## src/rtl/cda_pkg.sv

```systemverilog
// ----------------------------------------------------------------------------
// cda_pkg
// Shared types, codes and calendar functions for the calendar date adder.
// ----------------------------------------------------------------------------
package cda_pkg;

    localparam int KIND_W   = 3;
    localparam int YEAR_W   = 14;
    localparam int MONTH_W  = 4;
    localparam int DAY_W    = 5;
    localparam int AMT_W    = 16;
    localparam int STAT_W   = 2;
    localparam int REM_W    = 19;
    localparam int WIDE_W   = 26;
    localparam int OP_W     = 4;
    localparam int LEAP_W   = 16;

    // unit kinds
    localparam logic [KIND_W-1:0] KIND_DAYS       = 3'd0;
    localparam logic [KIND_W-1:0] KIND_WEEKS      = 3'd1;
    localparam logic [KIND_W-1:0] KIND_MONTHS     = 3'd2;
    localparam logic [KIND_W-1:0] KIND_YEARS      = 3'd3;
    localparam logic [KIND_W-1:0] KIND_DECADES    = 3'd4;
    localparam logic [KIND_W-1:0] KIND_CENTURIES  = 3'd5;
    localparam logic [KIND_W-1:0] KIND_MILLENNIA  = 3'd6;

    // result status
    localparam logic [STAT_W-1:0] STAT_OK       = 2'd0;
    localparam logic [STAT_W-1:0] STAT_INVALID  = 2'd1;
    localparam logic [STAT_W-1:0] STAT_OVERFLOW = 2'd2;

    // result source
    localparam logic SRC_INPUT = 1'b0;
    localparam logic SRC_WORK  = 1'b1;

    // datapath operations
    localparam logic [OP_W-1:0] OP_NONE      = 4'd0;
    localparam logic [OP_W-1:0] OP_LOAD      = 4'd1;
    localparam logic [OP_W-1:0] OP_DAY_INIT  = 4'd2;
    localparam logic [OP_W-1:0] OP_YEAR400   = 4'd3;
    localparam logic [OP_W-1:0] OP_YEAR1     = 4'd4;
    localparam logic [OP_W-1:0] OP_MON1_INIT = 4'd5;
    localparam logic [OP_W-1:0] OP_DMON_STEP = 4'd6;
    localparam logic [OP_W-1:0] OP_DAY_END   = 4'd7;
    localparam logic [OP_W-1:0] OP_MON_INIT  = 4'd8;
    localparam logic [OP_W-1:0] OP_M400      = 4'd9;
    localparam logic [OP_W-1:0] OP_M12       = 4'd10;
    localparam logic [OP_W-1:0] OP_M1        = 4'd11;
    localparam logic [OP_W-1:0] OP_YADD_MUL  = 4'd12;
    localparam logic [OP_W-1:0] OP_YADD_END  = 4'd13;

    // calendar constants
    localparam logic [MONTH_W-1:0] MONTH_JAN = 4'd1;
    localparam logic [MONTH_W-1:0] MONTH_FEB = 4'd2;
    localparam logic [MONTH_W-1:0] MONTH_DEC = 4'd12;
    localparam logic [DAY_W-1:0]   DAY_FEB_LEAP = 5'd29;
    localparam logic [DAY_W-1:0]   DAY_FEB_NORM = 5'd28;
    localparam int YEARS_CYCLE  = 400;
    localparam int DAYS_CYCLE   = 146097;
    localparam int MONTHS_CYCLE = 4800;
    localparam int MONTHS_YEAR  = 12;
    localparam logic [8:0] DAYS_YEAR_NORM = 9'd365;
    localparam logic [8:0] DAYS_YEAR_LEAP = 9'd366;

    // divisibility by 25 through the inverse of 25 modulo 2^16
    localparam logic [LEAP_W-1:0] INV25     = 16'd23593;
    localparam logic [LEAP_W-1:0] DIV25_LIM = 16'd2621;

    typedef struct packed {
        logic [OP_W-1:0]   op;
        logic              out_load;
        logic              res_src;
        logic [STAT_W-1:0] res_status;
    } t_cmd;

    typedef struct packed {
        logic [KIND_W-1:0] kind;
        logic              valid_date;
        logic              yy_over;
        logic              rem_gt_cycle;
        logic              rem_gt_year;
        logic              rem_gt_month;
        logic              cnt_ge_cycle;
        logic              cnt_ge_year;
        logic              cnt_zero;
        logic              wide_over;
        logic              out_free;
    } t_stat;

    function automatic logic leap_year(input logic [LEAP_W-1:0] y);
        logic [LEAP_W-1:0] prod;
        logic              div25;
        prod  = y * INV25;
        div25 = (prod <= DIV25_LIM);
        return (y[1:0] == 2'b00) && (!div25 || (y[3:0] == 4'b0000));
    endfunction

    function automatic logic [DAY_W-1:0] month_days(input logic [MONTH_W-1:0] m,
                                                    input logic leap);
        logic [DAY_W-1:0] len;
        unique case (m)
            4'd1, 4'd3, 4'd5, 4'd7, 4'd8, 4'd10, 4'd12: len = 5'd31;
            4'd4, 4'd6, 4'd9, 4'd11:                    len = 5'd30;
            4'd2:    len = leap ? DAY_FEB_LEAP : DAY_FEB_NORM;
            default: len = 5'd0;
        endcase
        return len;
    endfunction

    function automatic logic [8:0] days_before(input logic [MONTH_W-1:0] m);
        logic [8:0] d;
        unique case (m)
            4'd2:    d = 9'd31;
            4'd3:    d = 9'd59;
            4'd4:    d = 9'd90;
            4'd5:    d = 9'd120;
            4'd6:    d = 9'd151;
            4'd7:    d = 9'd181;
            4'd8:    d = 9'd212;
            4'd9:    d = 9'd243;
            4'd10:   d = 9'd273;
            4'd11:   d = 9'd304;
            4'd12:   d = 9'd334;
            default: d = 9'd0;
        endcase
        return d;
    endfunction

    function automatic logic [9:0] kind_mult(input logic [KIND_W-1:0] k);
        logic [9:0] mul;
        unique case (k)
            KIND_YEARS:      mul = 10'd1;
            KIND_DECADES:    mul = 10'd10;
            KIND_CENTURIES:  mul = 10'd100;
            KIND_MILLENNIA:  mul = 10'd1000;
            default:         mul = 10'd0;
        endcase
        return mul;
    endfunction

endpackage

```

## src/rtl/cda_ctrl.sv

```systemverilog
// ----------------------------------------------------------------------------
// cda_ctrl
// Sequencer for the date adder: validity check, year and month stepping
// loops and the hand-off of the finished word to the output register.
// ----------------------------------------------------------------------------
module cda_ctrl (
    input  logic           i_clk,
    input  logic           i_rst_n,
    input  logic           i_in_valid,
    output logic           o_in_ready,
    input  cda_pkg::t_stat i_stat,
    output cda_pkg::t_cmd  o_cmd
);

    localparam logic [2:0] S_IDLE   = 3'd0;
    localparam logic [2:0] S_CHECK  = 3'd1;
    localparam logic [2:0] S_YEARS  = 3'd2;
    localparam logic [2:0] S_DMON   = 3'd3;
    localparam logic [2:0] S_MONTHS = 3'd4;
    localparam logic [2:0] S_YFIN   = 3'd5;
    localparam logic [2:0] S_DONE   = 3'd6;

    logic [2:0]                   r_state, n_state;
    logic                         r_src, n_src;
    logic [cda_pkg::STAT_W-1:0]   r_res, n_res;

    always_ff @(posedge i_clk) begin
        if (!i_rst_n) begin
            r_state <= S_IDLE;
            r_src   <= cda_pkg::SRC_INPUT;
            r_res   <= cda_pkg::STAT_OK;
        end else begin
            r_state <= n_state;
            r_src   <= n_src;
            r_res   <= n_res;
        end
    end

    always_comb begin
        n_state          = r_state;
        n_src            = r_src;
        n_res            = r_res;
        o_in_ready       = 1'b0;
        o_cmd.op         = cda_pkg::OP_NONE;
        o_cmd.out_load   = 1'b0;
        o_cmd.res_src    = r_src;
        o_cmd.res_status = r_res;
        unique case (r_state)
            S_IDLE: begin
                o_in_ready = 1'b1;
                if (i_in_valid) begin
                    o_cmd.op = cda_pkg::OP_LOAD;
                    n_state  = S_CHECK;
                end
            end
            S_CHECK: begin
                if (!i_stat.valid_date) begin
                    n_src   = cda_pkg::SRC_INPUT;
                    n_res   = cda_pkg::STAT_INVALID;
                    n_state = S_DONE;
                end else begin
                    case (i_stat.kind) inside
                        cda_pkg::KIND_DAYS, cda_pkg::KIND_WEEKS: begin
                            o_cmd.op = cda_pkg::OP_DAY_INIT;
                            n_state  = S_YEARS;
                        end
                        cda_pkg::KIND_MONTHS: begin
                            o_cmd.op = cda_pkg::OP_MON_INIT;
                            n_state  = S_MONTHS;
                        end
                        cda_pkg::KIND_YEARS, cda_pkg::KIND_DECADES,
                        cda_pkg::KIND_CENTURIES, cda_pkg::KIND_MILLENNIA: begin
                            o_cmd.op = cda_pkg::OP_YADD_MUL;
                            n_state  = S_YFIN;
                        end
                        default: begin
                            n_src   = cda_pkg::SRC_INPUT;
                            n_res   = cda_pkg::STAT_OK;
                            n_state = S_DONE;
                        end
                    endcase
                end
            end
            S_YEARS: begin
                if (i_stat.yy_over) begin
                    n_src   = cda_pkg::SRC_INPUT;
                    n_res   = cda_pkg::STAT_OVERFLOW;
                    n_state = S_DONE;
                end else if (i_stat.rem_gt_cycle) begin
                    o_cmd.op = cda_pkg::OP_YEAR400;
                end else if (i_stat.rem_gt_year) begin
                    o_cmd.op = cda_pkg::OP_YEAR1;
                end else begin
                    o_cmd.op = cda_pkg::OP_MON1_INIT;
                    n_state  = S_DMON;
                end
            end
            S_DMON: begin
                if (i_stat.rem_gt_month) begin
                    o_cmd.op = cda_pkg::OP_DMON_STEP;
                end else begin
                    o_cmd.op = cda_pkg::OP_DAY_END;
                    n_src    = cda_pkg::SRC_WORK;
                    n_res    = cda_pkg::STAT_OK;
                    n_state  = S_DONE;
                end
            end
            S_MONTHS: begin
                if (i_stat.yy_over) begin
                    n_src   = cda_pkg::SRC_INPUT;
                    n_res   = cda_pkg::STAT_OVERFLOW;
                    n_state = S_DONE;
                end else if (i_stat.cnt_ge_cycle) begin
                    o_cmd.op = cda_pkg::OP_M400;
                end else if (i_stat.cnt_ge_year) begin
                    o_cmd.op = cda_pkg::OP_M12;
                end else if (!i_stat.cnt_zero) begin
                    o_cmd.op = cda_pkg::OP_M1;
                end else begin
                    n_src   = cda_pkg::SRC_WORK;
                    n_res   = cda_pkg::STAT_OK;
                    n_state = S_DONE;
                end
            end
            S_YFIN: begin
                n_state = S_DONE;
                if (i_stat.wide_over) begin
                    n_src = cda_pkg::SRC_INPUT;
                    n_res = cda_pkg::STAT_OVERFLOW;
                end else begin
                    o_cmd.op = cda_pkg::OP_YADD_END;
                    n_src    = cda_pkg::SRC_WORK;
                    n_res    = cda_pkg::STAT_OK;
                end
            end
            S_DONE: begin
                if (i_stat.out_free) begin
                    o_cmd.out_load = 1'b1;
                    n_state        = S_IDLE;
                end
            end
            default: begin
                n_state = S_IDLE;
            end
        endcase
    end

endmodule

```

## src/rtl/cda_dp.sv

```systemverilog
// ----------------------------------------------------------------------------
// cda_dp
// Datapath for the date adder: input word, working date, remaining day and
// month counts, year product and the output register.
// ----------------------------------------------------------------------------
module cda_dp #(
    parameter int MAX_YEAR = 9999
) (
    input  logic                            i_clk,
    input  logic                            i_rst_n,
    input  logic [cda_pkg::KIND_W-1:0]      i_kind,
    input  logic [cda_pkg::YEAR_W-1:0]      i_year,
    input  logic [cda_pkg::MONTH_W-1:0]     i_month,
    input  logic [cda_pkg::DAY_W-1:0]       i_day,
    input  logic [cda_pkg::AMT_W-1:0]       i_amount,
    input  cda_pkg::t_cmd                   i_cmd,
    output cda_pkg::t_stat                  o_stat,
    output logic                            o_out_valid,
    input  logic                            i_out_ready,
    output logic [cda_pkg::YEAR_W-1:0]      o_res_year,
    output logic [cda_pkg::MONTH_W-1:0]     o_res_month,
    output logic [cda_pkg::DAY_W-1:0]       o_res_day,
    output logic [cda_pkg::STAT_W-1:0]      o_status
);

    localparam int YW = $clog2(MAX_YEAR + cda_pkg::YEARS_CYCLE + 2);
    localparam int RW = cda_pkg::REM_W;
    localparam int WW = cda_pkg::WIDE_W;

    // input word
    logic [cda_pkg::KIND_W-1:0]  r_kind;
    logic [cda_pkg::YEAR_W-1:0]  r_y0;
    logic [cda_pkg::MONTH_W-1:0] r_m0;
    logic [cda_pkg::DAY_W-1:0]   r_d0;
    logic [cda_pkg::AMT_W-1:0]   r_amt;

    // working date
    logic [YW-1:0]               r_yy;
    logic [cda_pkg::MONTH_W-1:0] r_mm;
    logic [cda_pkg::DAY_W-1:0]   r_dd;
    logic [RW-1:0]               r_rem;
    logic [cda_pkg::AMT_W-1:0]   r_cnt;
    logic [WW-1:0]               r_wide;

    // output register
    logic                        r_out_valid;
    logic [cda_pkg::YEAR_W-1:0]  r_res_year;
    logic [cda_pkg::MONTH_W-1:0] r_res_month;
    logic [cda_pkg::DAY_W-1:0]   r_res_day;
    logic [cda_pkg::STAT_W-1:0]  r_status;

    logic                        leap_y0;
    logic                        leap_wk;
    logic [cda_pkg::LEAP_W-1:0]  wk_year;
    logic [YW-1:0]               yy_inc;
    logic [8:0]                  year_len;
    logic [cda_pkg::DAY_W-1:0]   mon_len;
    logic [cda_pkg::MONTH_W-1:0] mm_next;
    logic [cda_pkg::DAY_W-1:0]   mon_len_next;
    logic [cda_pkg::DAY_W-1:0]   feb_len;
    logic [RW-1:0]               day_scaled;
    logic [RW-1:0]               rem_init;
    logic [WW-1:0]               wide_prod;
    logic                        cnt_ge_year;
    logic                        out_free;

    assign leap_y0     = cda_pkg::leap_year(cda_pkg::LEAP_W'(r_y0));
    assign yy_inc      = r_yy + YW'(1);
    assign cnt_ge_year = (r_cnt >= cda_pkg::AMT_W'(cda_pkg::MONTHS_YEAR));

    // year whose leap flag the current step needs
    always_comb begin
        if (r_kind == cda_pkg::KIND_MONTHS) begin
            if (cnt_ge_year) begin
                wk_year = (r_mm == cda_pkg::MONTH_JAN) ? cda_pkg::LEAP_W'(r_yy)
                                                       : cda_pkg::LEAP_W'(yy_inc);
            end else begin
                wk_year = (r_mm == cda_pkg::MONTH_DEC) ? cda_pkg::LEAP_W'(yy_inc)
                                                       : cda_pkg::LEAP_W'(r_yy);
            end
        end else if (r_kind inside {cda_pkg::KIND_YEARS, cda_pkg::KIND_DECADES,
                                    cda_pkg::KIND_CENTURIES, cda_pkg::KIND_MILLENNIA}) begin
            wk_year = cda_pkg::LEAP_W'(r_wide);
        end else begin
            wk_year = cda_pkg::LEAP_W'(r_yy);
        end
    end

    assign leap_wk      = cda_pkg::leap_year(wk_year);
    assign year_len     = leap_wk ? cda_pkg::DAYS_YEAR_LEAP : cda_pkg::DAYS_YEAR_NORM;
    assign mon_len      = cda_pkg::month_days(r_mm, leap_wk);
    assign mm_next      = (r_mm == cda_pkg::MONTH_DEC) ? cda_pkg::MONTH_JAN
                                                       : r_mm + cda_pkg::MONTH_W'(1);
    assign mon_len_next = cda_pkg::month_days(mm_next, leap_wk);
    assign feb_len      = leap_wk ? cda_pkg::DAY_FEB_LEAP : cda_pkg::DAY_FEB_NORM;

    assign day_scaled = (r_kind == cda_pkg::KIND_WEEKS) ? ({r_amt, 3'b000} - RW'(r_amt))
                                                        : RW'(r_amt);
    assign rem_init   = RW'(r_d0) + RW'(cda_pkg::days_before(r_m0))
                      + RW'((r_m0 > cda_pkg::MONTH_FEB) && leap_y0) + day_scaled;
    assign wide_prod  = WW'(r_amt) * WW'(cda_pkg::kind_mult(r_kind));

    assign out_free = !r_out_valid || i_out_ready;

    // status to the controller
    always_comb begin
        o_stat.kind         = r_kind;
        o_stat.valid_date   = (r_y0 != '0)
                           && (cda_pkg::LEAP_W'(r_y0) <= cda_pkg::LEAP_W'(MAX_YEAR))
                           && (r_m0 >= cda_pkg::MONTH_JAN) && (r_m0 <= cda_pkg::MONTH_DEC)
                           && (r_d0 != '0)
                           && (r_d0 <= cda_pkg::month_days(r_m0, leap_y0));
        o_stat.yy_over      = (r_yy > YW'(MAX_YEAR));
        o_stat.rem_gt_cycle = (r_rem > RW'(cda_pkg::DAYS_CYCLE));
        o_stat.rem_gt_year  = (r_rem > RW'(year_len));
        o_stat.rem_gt_month = (r_rem > RW'(mon_len));
        o_stat.cnt_ge_cycle = (r_cnt >= cda_pkg::AMT_W'(cda_pkg::MONTHS_CYCLE));
        o_stat.cnt_ge_year  = cnt_ge_year;
        o_stat.cnt_zero     = (r_cnt == '0);
        o_stat.wide_over    = (r_wide > WW'(MAX_YEAR));
        o_stat.out_free     = out_free;
    end

    // working registers
    always_ff @(posedge i_clk) begin
        unique case (i_cmd.op)
            cda_pkg::OP_LOAD: begin
                r_kind <= i_kind;
                r_y0   <= i_year;
                r_m0   <= i_month;
                r_d0   <= i_day;
                r_amt  <= i_amount;
            end
            cda_pkg::OP_DAY_INIT: begin
                r_yy  <= YW'(r_y0);
                r_rem <= rem_init;
            end
            cda_pkg::OP_YEAR400: begin
                r_rem <= r_rem - RW'(cda_pkg::DAYS_CYCLE);
                r_yy  <= r_yy + YW'(cda_pkg::YEARS_CYCLE);
            end
            cda_pkg::OP_YEAR1: begin
                r_rem <= r_rem - RW'(year_len);
                r_yy  <= yy_inc;
            end
            cda_pkg::OP_MON1_INIT: begin
                r_mm <= cda_pkg::MONTH_JAN;
            end
            cda_pkg::OP_DMON_STEP: begin
                r_rem <= r_rem - RW'(mon_len);
                r_mm  <= r_mm + cda_pkg::MONTH_W'(1);
            end
            cda_pkg::OP_DAY_END: begin
                r_dd <= r_rem[cda_pkg::DAY_W-1:0];
            end
            cda_pkg::OP_MON_INIT: begin
                r_yy  <= YW'(r_y0);
                r_mm  <= r_m0;
                r_dd  <= r_d0;
                r_cnt <= r_amt;
            end
            cda_pkg::OP_M400: begin
                if (r_dd > cda_pkg::DAY_FEB_NORM) begin
                    r_dd <= cda_pkg::DAY_FEB_NORM;
                end
                r_yy  <= r_yy + YW'(cda_pkg::YEARS_CYCLE);
                r_cnt <= r_cnt - cda_pkg::AMT_W'(cda_pkg::MONTHS_CYCLE);
            end
            cda_pkg::OP_M12: begin
                if (r_dd > feb_len) begin
                    r_dd <= feb_len;
                end
                r_yy  <= yy_inc;
                r_cnt <= r_cnt - cda_pkg::AMT_W'(cda_pkg::MONTHS_YEAR);
            end
            cda_pkg::OP_M1: begin
                r_mm <= mm_next;
                if (r_mm == cda_pkg::MONTH_DEC) begin
                    r_yy <= yy_inc;
                end
                if (r_dd > mon_len_next) begin
                    r_dd <= mon_len_next;
                end
                r_cnt <= r_cnt - cda_pkg::AMT_W'(1);
            end
            cda_pkg::OP_YADD_MUL: begin
                r_wide <= wide_prod + WW'(r_y0);
            end
            cda_pkg::OP_YADD_END: begin
                r_yy <= YW'(r_wide);
                r_mm <= r_m0;
                if ((r_m0 == cda_pkg::MONTH_FEB) && (r_d0 == cda_pkg::DAY_FEB_LEAP)
                    && !leap_wk) begin
                    r_dd <= cda_pkg::DAY_FEB_NORM;
                end else begin
                    r_dd <= r_d0;
                end
            end
            default: begin
            end
        endcase
    end

    // output word
    always_ff @(posedge i_clk) begin
        if (!i_rst_n) begin
            r_out_valid <= 1'b0;
        end else if (i_cmd.out_load) begin
            r_out_valid <= 1'b1;
        end else if (i_out_ready) begin
            r_out_valid <= 1'b0;
        end
    end

    always_ff @(posedge i_clk) begin
        if (i_cmd.out_load) begin
            r_status <= i_cmd.res_status;
            if (i_cmd.res_src == cda_pkg::SRC_WORK) begin
                r_res_year  <= cda_pkg::YEAR_W'(r_yy);
                r_res_month <= r_mm;
                r_res_day   <= r_dd;
            end else begin
                r_res_year  <= r_y0;
                r_res_month <= r_m0;
                r_res_day   <= r_d0;
            end
        end
    end

    assign o_out_valid = r_out_valid;
    assign o_res_year  = r_res_year;
    assign o_res_month = r_res_month;
    assign o_res_day   = r_res_day;
    assign o_status    = r_status;

endmodule

```

## src/rtl/calendar_date_adder.sv

```systemverilog
// ----------------------------------------------------------------------------
// calendar_date_adder
// Adds days, weeks, months, years, decades, centuries or millennia to a
// Gregorian date, with month clamping and leap-year handling.
// ----------------------------------------------------------------------------
// One word is worked on at a time; the input side is ready again once the
// result sits in the output register, so a new word can enter while the
// previous result still waits. From input accept to output load, a bad date
// or an unused kind goes straight from the check to the output, a year-type
// add takes a multiply and a final step, and month and day adds run their
// step loops. Day and week adds step once per 146097-day stride of 400
// years while more than that remains, once per year and once per month;
// month adds step once per 400-year stride, once per whole year and once per
// leftover month. A year overflow ends the stepping at the step that passes
// MAX_YEAR. A result still waiting in the output register holds the load
// back. Each step updates the single working date in the datapath. An
// invalid input date or a result year above MAX_YEAR returns the input date
// with a nonzero status.
module calendar_date_adder #(
    parameter int MAX_YEAR = 9999
) (
    input  logic                            i_clk,
    input  logic                            i_rst_n,
    input  logic                            i_in_valid,
    output logic                            o_in_ready,
    input  logic [cda_pkg::KIND_W-1:0]      i_kind,
    input  logic [cda_pkg::YEAR_W-1:0]      i_year,
    input  logic [cda_pkg::MONTH_W-1:0]     i_month,
    input  logic [cda_pkg::DAY_W-1:0]       i_day,
    input  logic [cda_pkg::AMT_W-1:0]       i_amount,
    output logic                            o_out_valid,
    input  logic                            i_out_ready,
    output logic [cda_pkg::YEAR_W-1:0]      o_res_year,
    output logic [cda_pkg::MONTH_W-1:0]     o_res_month,
    output logic [cda_pkg::DAY_W-1:0]       o_res_day,
    output logic [cda_pkg::STAT_W-1:0]      o_status
);

    cda_pkg::t_cmd  cmd;
    cda_pkg::t_stat stat;

    cda_ctrl u_ctrl (
        .i_clk      (i_clk),
        .i_rst_n    (i_rst_n),
        .i_in_valid (i_in_valid),
        .o_in_ready (o_in_ready),
        .i_stat     (stat),
        .o_cmd      (cmd)
    );

    cda_dp #(
        .MAX_YEAR (MAX_YEAR)
    ) u_dp (
        .i_clk       (i_clk),
        .i_rst_n     (i_rst_n),
        .i_kind      (i_kind),
        .i_year      (i_year),
        .i_month     (i_month),
        .i_day       (i_day),
        .i_amount    (i_amount),
        .i_cmd       (cmd),
        .o_stat      (stat),
        .o_out_valid (o_out_valid),
        .i_out_ready (i_out_ready),
        .o_res_year  (o_res_year),
        .o_res_month (o_res_month),
        .o_res_day   (o_res_day),
        .o_status    (o_status)
    );

endmodule
```

## config.mk

```make
export PLATFORM = sky130hd
export DESIGN_NAME = calendar_date_adder
export DESIGN_NICKNAME = d
export VERILOG_FILES = /design/src/rtl/cda_pkg.sv /design/src/rtl/cda_ctrl.sv /design/src/rtl/cda_dp.sv /design/src/rtl/calendar_date_adder.sv
export SDC_FILE = /design/constraint.sdc
export NUM_CORES = 1
export LEC_CHECK = 0
export BUFFER_PORTS_ARGS = -buffer_cell sky130_fd_sc_hd__buf_2
export CAP_MARGIN = 20
export CORE_ASPECT_RATIO = 1.4
export CORE_MARGIN = 2
export CORE_UTILIZATION = 45
export DETAILED_ROUTE_END_ITERATION = 6
export SLEW_MARGIN = 20
export SYNTH_ARGS = -nofsm -noshare
export SYNTH_HDL_FRONTEND = slang
export SYNTH_SLANG_ARGS = --single-unit
```

## constraint.sdc

```tcl
create_clock -name i_clk -period 23.1 [get_ports i_clk]
set_clock_uncertainty 0.15 [all_clocks]
set_input_delay 0 -clock i_clk [delete_from_list [all_inputs] [get_ports i_clk]]
set_output_delay 0 -clock i_clk [all_outputs]
set_load 0.02 [all_outputs]
```

==> impl_metrics.json, run 1 <==
{
  "max_slew.worst_pin.slew_ns": 0.949,
  "hold_depth": 2,
  "timing.slew.headroom_pct": 36.6,
  "min_period_ns": 11.37,
  "htreeDepth": 4,
  "hold_buffers": 44,
  "vias": 16400,
  "layout.nets": 2710,
  "dr.pass1.iters": 6,
  "synth.net_count": 2640,
  "cts_buffers": 17,
  "place_inst": 2747,
  "cp-end-kind": "flop",
  "row_count": 92,
  "synth.avg_cell_area_um2": 9.31,
  "setup_viol": 0,
  "worstReg2RegStart": "u_dp.r_cnt[2]",
  "ant_nets": 0,
  "wirelength_um": 56800,
  "min-delay-start": "i_amount[4]",
  "post_cts_buffers": 0,
  "portBuffers": 72,
  "grt_start_max_net_pins": 49,
  "regArea_um2": 4850,
  "rsz0062_at_grt": "no",
  "dp_hpwl_um": 45200,
  "startpoint_type": "flop",
  "ys.flop_type": "edfxtp_1",
  "grt_usage_pct": 24.7,
  "final-instance-count-excl-fill": 2824,
  "synth.yosys.warnings": 0,
  "synth_edf_count": 151,
  "detail_route.wl_per_cell_um": 20.1,
  "grt_pass1_vias": 16400,
  "min_path_type": "input pin to flop",
  "drv_slew": 0,
  "worstSkewPairLatency_ns": 0.47,
  "grt_overflow": 0,
  "syn_inst": 2177,
  "vias_per_cell": 5.81,
  "tritoncts": "done",
  "gp_congestion": 0.924,
  "outcome": "finished clean",
  "worst_slack_ns": 11.73,
  "dieHeight_um": 255,
  "max_stage_delay_ns": 0.64,
  "synth_cell_types": 89,
  "synth_top_area_share_pct": 22.4,
  "place_ws_ns": 11.84,
  "die_area_um2": 46800,
  "arrival_ns": 11.37,
  "hold_violations": 0,
  "grt_pass1_wl_um": 88800,
  "r2r_end": "u_dp.r_yy[1]",
  "worst_hold_slack_ns": 0.0818,
  "ys_seq_elements": 167,
  "n_antenna_cell": 0,
  "async_flop_share_pct": 0,
  "cpMaxStageDelayCell": "o21ai_1",
  "cp_max_fo": 20,
  "synth_area_leaders": "edfxtp_1, ha_1, fa_1",
  "syn_to_final_growth_pct": 9.19,
  "start_util_pct": 45.3,
  "die_w_um": 183,
  "drt_iter0_drc": 1242,
  "reg2reg_depth": 38,
  "tns_ns": 0,
  "synth_area_um2": 20300,
  "crit_start": "u_dp.r_cnt[2]",
  "post-route-period-util_pct": 49.2,
  "antenna_found_initial": 0,
  "fillers": 4228,
  "rrSetupSlack_ns": 11.73,
  "cpMostUsedCell": "ha_1",
  "cap_violations": 0,
  "multi_input_area_um2": 14000,
  "path_clk_slew_ns": 0.08,
  "fmax_mhz": 88.0,
  "worstSetupPathType": "flop to flop",
  "required_ns": 23.11,
  "clockBufferDepth": 2,
  "ios": 73,
  "root_buffer": "clkbuf_16",
  "drive_gt1_share_pct": 8.36,
  "holdPathEnd": "u_dp.r_amt[4]",
  "drc_errors": 0,
  "cts_sinks": 167,
  "final_cell_mix": "inv_1, ha_1, nand2_1",
  "ctsResizeCount": 0,
  "yosysSeqAreaShare_pct": 23.9,
  "final_common_cell": "inv_1",
  "core_um2": 44800,
  "yosysTopAreaCell": "edfxtp_1"
}
==> cells by family (layout without fill, tap and decap cells) <==
group	Yosys count	after routing	share of synthesized area (%)
AOI/OAI and AO/OA	461	461	15.3
xor gates and xnor gates	146	146	6.37
adders and majority gates	417	417	31.2
buffers and inverters	364	447	7.04
DFF	167	167	23.9
muxes	31	31	1.66
and+or+nand+nor	591	591	14.5
==> synthesized netlist by cell type, types with 18 or more instances <==
cell type,number
edfxtp_1,151
o221ai_1,19
fa_1,148
xor2_1,44
nor2_1,135
nand2_1,164
or2_2,21
and3_1,34
ha_1,269
nand3_1,40
and2_1,19
nand4_1,18
a211oi_1,24
inv_1,282
o21ai_0,100
nor3_1,53
xnor2_1,101
a31oi_1,20
clkbuf_1,57
nor2b_1,25
nand2b_1,26
a21o_1,33
a21oi_1,97
mux2_2,21
==> area by class of cell <==
cell class              instances  share of cell area (%)
well taps                     564                    3.19
inverters                     282                    4.78
clock buffers                  18                    1.94
clock inverters                14                   0.644
multi-input cells            1646                    63.2
repair buffers                133                    4.28
flip-flops and latches        167                    21.9
==> layer usage <==
layer	vias up	global-route usage, %	part of all wire, %
met5	-	0	0
met4	0	9.71	3.4
met3	81	2.90	4.0
met2	497	44.5	52
met1	8042	30.0	41
li1	7796	-	-
==> through the flow <==
step	cell area [µm²]	utilization, %
after floorplan	20300	-
after global placement	21100	47.1
final	22100	49.4
after detailed placement	21100	47.1
after CTS	22100	49.4
after global routing	22100	49.4
==> critical path, delay by kind of cell (launching register included) <==
kind / cells / cell delay, ns
AOI/OAI and AO/OA: 13 / 3.78
adders and majority gates: 9 / 2.74
and+or+nand+nor: 7 / 2.27
xor gates and xnor gates: 3 / 0.69
buffers and inverters: 5 / 0.51
muxes: 1 / 0.48
DFF: 1 / 0.43
==> state kept, by name, summed over array words and instances, names as in the netlist, 4 cells and up, named ones only <==
| name | cells |
|---|---|
| u_dp.r_wide | 26 |
| u_dp.r_rem | 19 |
| u_dp.r_amt | 16 |
| u_dp.r_cnt | 16 |
| u_dp.o_res_year | 14 |
| u_dp.r_y0 | 14 |
| u_dp.r_yy | 14 |
| u_dp.o_res_day | 5 |
| u_dp.r_d0 | 5 |
| u_dp.r_dd | 5 |
| u_dp.o_res_month | 4 |
| u_dp.r_m0 | 4 |
| u_dp.r_mm | 4 |
==> how the worst max path moves through the flow <==
stage / slack, ns / end
6_report: 11.73 / u_dp.r_yy[1]
5_1_grt: 11.03 / u_dp.r_yy[0]
4_1_cts: 11.79 / u_dp.r_yy[0]
3_5_place_dp: 11.84 / u_dp.r_yy[0]
3_3_place_gp: 12.25 / u_dp.r_yy[0]
2_1_floorplan: 13.72 / u_dp.r_dd[0]
Power of run 1 is not shown: default switching activity piles up to over one toggle a cycle in this logic, so the estimate is an artifact.
==> run 2: changes to the inputs <==
- clock period: 23.1 -> 10.1 ns (I/O delays scaled with it)
==> run 2 against run 1 <==
Effect of this change:
- maximum frequency up 20%
- register-to-register slack lost 11 ns
- worst hold slack lost 0.0074 ns
- routed wire length is essentially flat
- the run now ends with DRC left
- critical path depth shrank 1
- non-clock buffer count rose by 16
- design area increased by 0.96%
- via count rose by 0.34%
- sequential share of layout area decreased by 0.21 points
==> impl_metrics.json, run 2 (synthesized netlist as in run 1, its figures left out) <==
{
  "outcome": "finished with violations",
  "violations": "DRC",
  "max_stage_delay_ns": 0.52,
  "cp.depth": 37,
  "timing.slew.headroom_pct": 32.3,
  "drt_iter0_drc": 1173,
  "drc_errors": 2,
  "tns_ns": 0,
  "vias": 16500,
  "syn_to_final_growth_pct": 10.2,
  "fmax_mhz": 105,
  "path_buf_inv": 6,
  "core_um2": 44800,
  "r2r_end": "u_dp.r_yy[3]",
  "grt_pass1_vias": 16700,
  "required_ns": 10.12,
  "cpMostUsedCell": "ha_1",
  "n_antenna_cell": 0,
  "drv_slew": 0,
  "clockBufferDepth": 2,
  "setup_viol": 0,
  "grt_usage_pct": 24.9,
  "worst_hold_slack_ns": 0.0744,
  "reg2reg_depth": 37,
  "drive_gt1_share_pct": 9.36,
  "cts_buffers": 17,
  "grt_pass1_wl_um": 89700,
  "startpoint_type": "flop",
  "crit_start": "u_dp.r_cnt[2]",
  "max_slew.worst_pin.slew_ns": 1.02,
  "arrival_ns": 9.52,
  "wirelength_um": 56700,
  "crit_family": "adder cells",
  "worstSkewPairLatency_ns": 0.48,
  "detail_route.wl_per_cell_um": 20.0,
  "grt_overflow": 0,
  "vias_per_cell": 5.80,
  "portBuffers": 72,
  "largest_reg_flops": 26,
  "dp_hpwl_um": 44800,
  "place_inst": 2761,
  "dpl_cell_area_um2": 21200,
  "cp_max_fo": 21,
  "hold_violations": 0,
  "top_register": "u_dp.r_wide",
  "min_period_ns": 9.50,
  "final_common_cell": "inv_1",
  "cts_sinks": 167,
  "final-instance-count-excl-fill": 2840,
  "gp_congestion": 0.926,
  "ios": 73,
  "cpMaxStageDelayCell": "a211oi_1",
  "tritoncts": "done",
  "die_area_um2": 46800,
  "reg_top3": "u_dp.r_wide (26), u_dp.r_rem (19)",
  "cap_violations": 0,
  "path_clk_slew_ns": 0.08,
  "start_util_pct": 45.3,
  "fillers": 4218,
  "stdcell_area_um2": 22400,
  "min_path_type": "input pin to flop",
  "worstReg2RegStart": "u_dp.r_cnt[2]",
  "dr.pass1.iters": 7,
  "grt_start_max_net_pins": 46,
  "row_count": 92,
  "final_cell_mix": "inv_1, ha_1, nand2_1",
  "post-route-period-util_pct": 94.1,
  "cp-endpoint": "u_dp.r_yy[3]",
  "ant_nets": 0,
  "rrSetupSlack_ns": 0.60,
  "antenna_found_initial": 0,
  "worstSetupPathType": "flop to flop",
  "root_buffer": "clkbuf_16",
  "layout.nets": 2726,
  "htreeDepth": 4,
  "cp-end-kind": "flop",
  "dieHeight_um": 255,
  "rsz0062_at_grt": "no",
  "die_w_um": 183
}
==> run 2: worst min path at each step <==
stage                 startpoint              to  slack (ns)  depth (start not counted)
finish               i_amount[8]   u_dp.r_amt[8]        0.07                          2
global route        i_amount[12]  u_dp.r_amt[12]        0.08                          2
CTS                 i_amount[15]  u_dp.r_amt[15]        0.06                          2
detailed placement  i_amount[13]  u_dp.r_amt[13]        0.03                          1
global placement     i_amount[0]   u_dp.r_amt[0]        0.03                          1
floorplan            i_amount[0]   u_dp.r_amt[0]       -0.05                          0
==> run 2: timing repair <==
action	CTS	global route
setup endpoints to repair	0	100
gates resized for setup	0	13
hold endpoints to repair	62	0
setup buffers	0	1
hold buffers	45	0
==> run 2: cell type report <==
type	count	area (µm²)	area share, %
timing repair buffer	149	1070	4.81
clock buffer	19	443	1.98
sequential	167	4850	21.7
tap	564	706	3.16
clock inverter	13	159	0.711
inverter	282	1060	4.74
multi-input combinational	1646	14100	62.9
==> run 2: per-layer routing <==
layer  routed length (µm)  GRT usage (%)  vias to the layer above  part of all wire, %
li1                     -              -                     7842                    -
met1                23100           30.0                     8045                   41
met2                28900           44.4                      468                   51
met3                 2370           3.06                      116                  4.2
met4                 2360           10.8                        0                  4.2
met5                    0              0                        -                    0
==> run 2: metrics by stage <==
stage	util (%)	setup WS [ns]
after floorplan	-	0.724
after global placement	47.4	0.627
after detailed placement	47.4	0.415
after CTS	49.7	0.397
after global routing	49.9	0.0359
final	49.9	0.596
Power of run 2 is left out for the same reason.
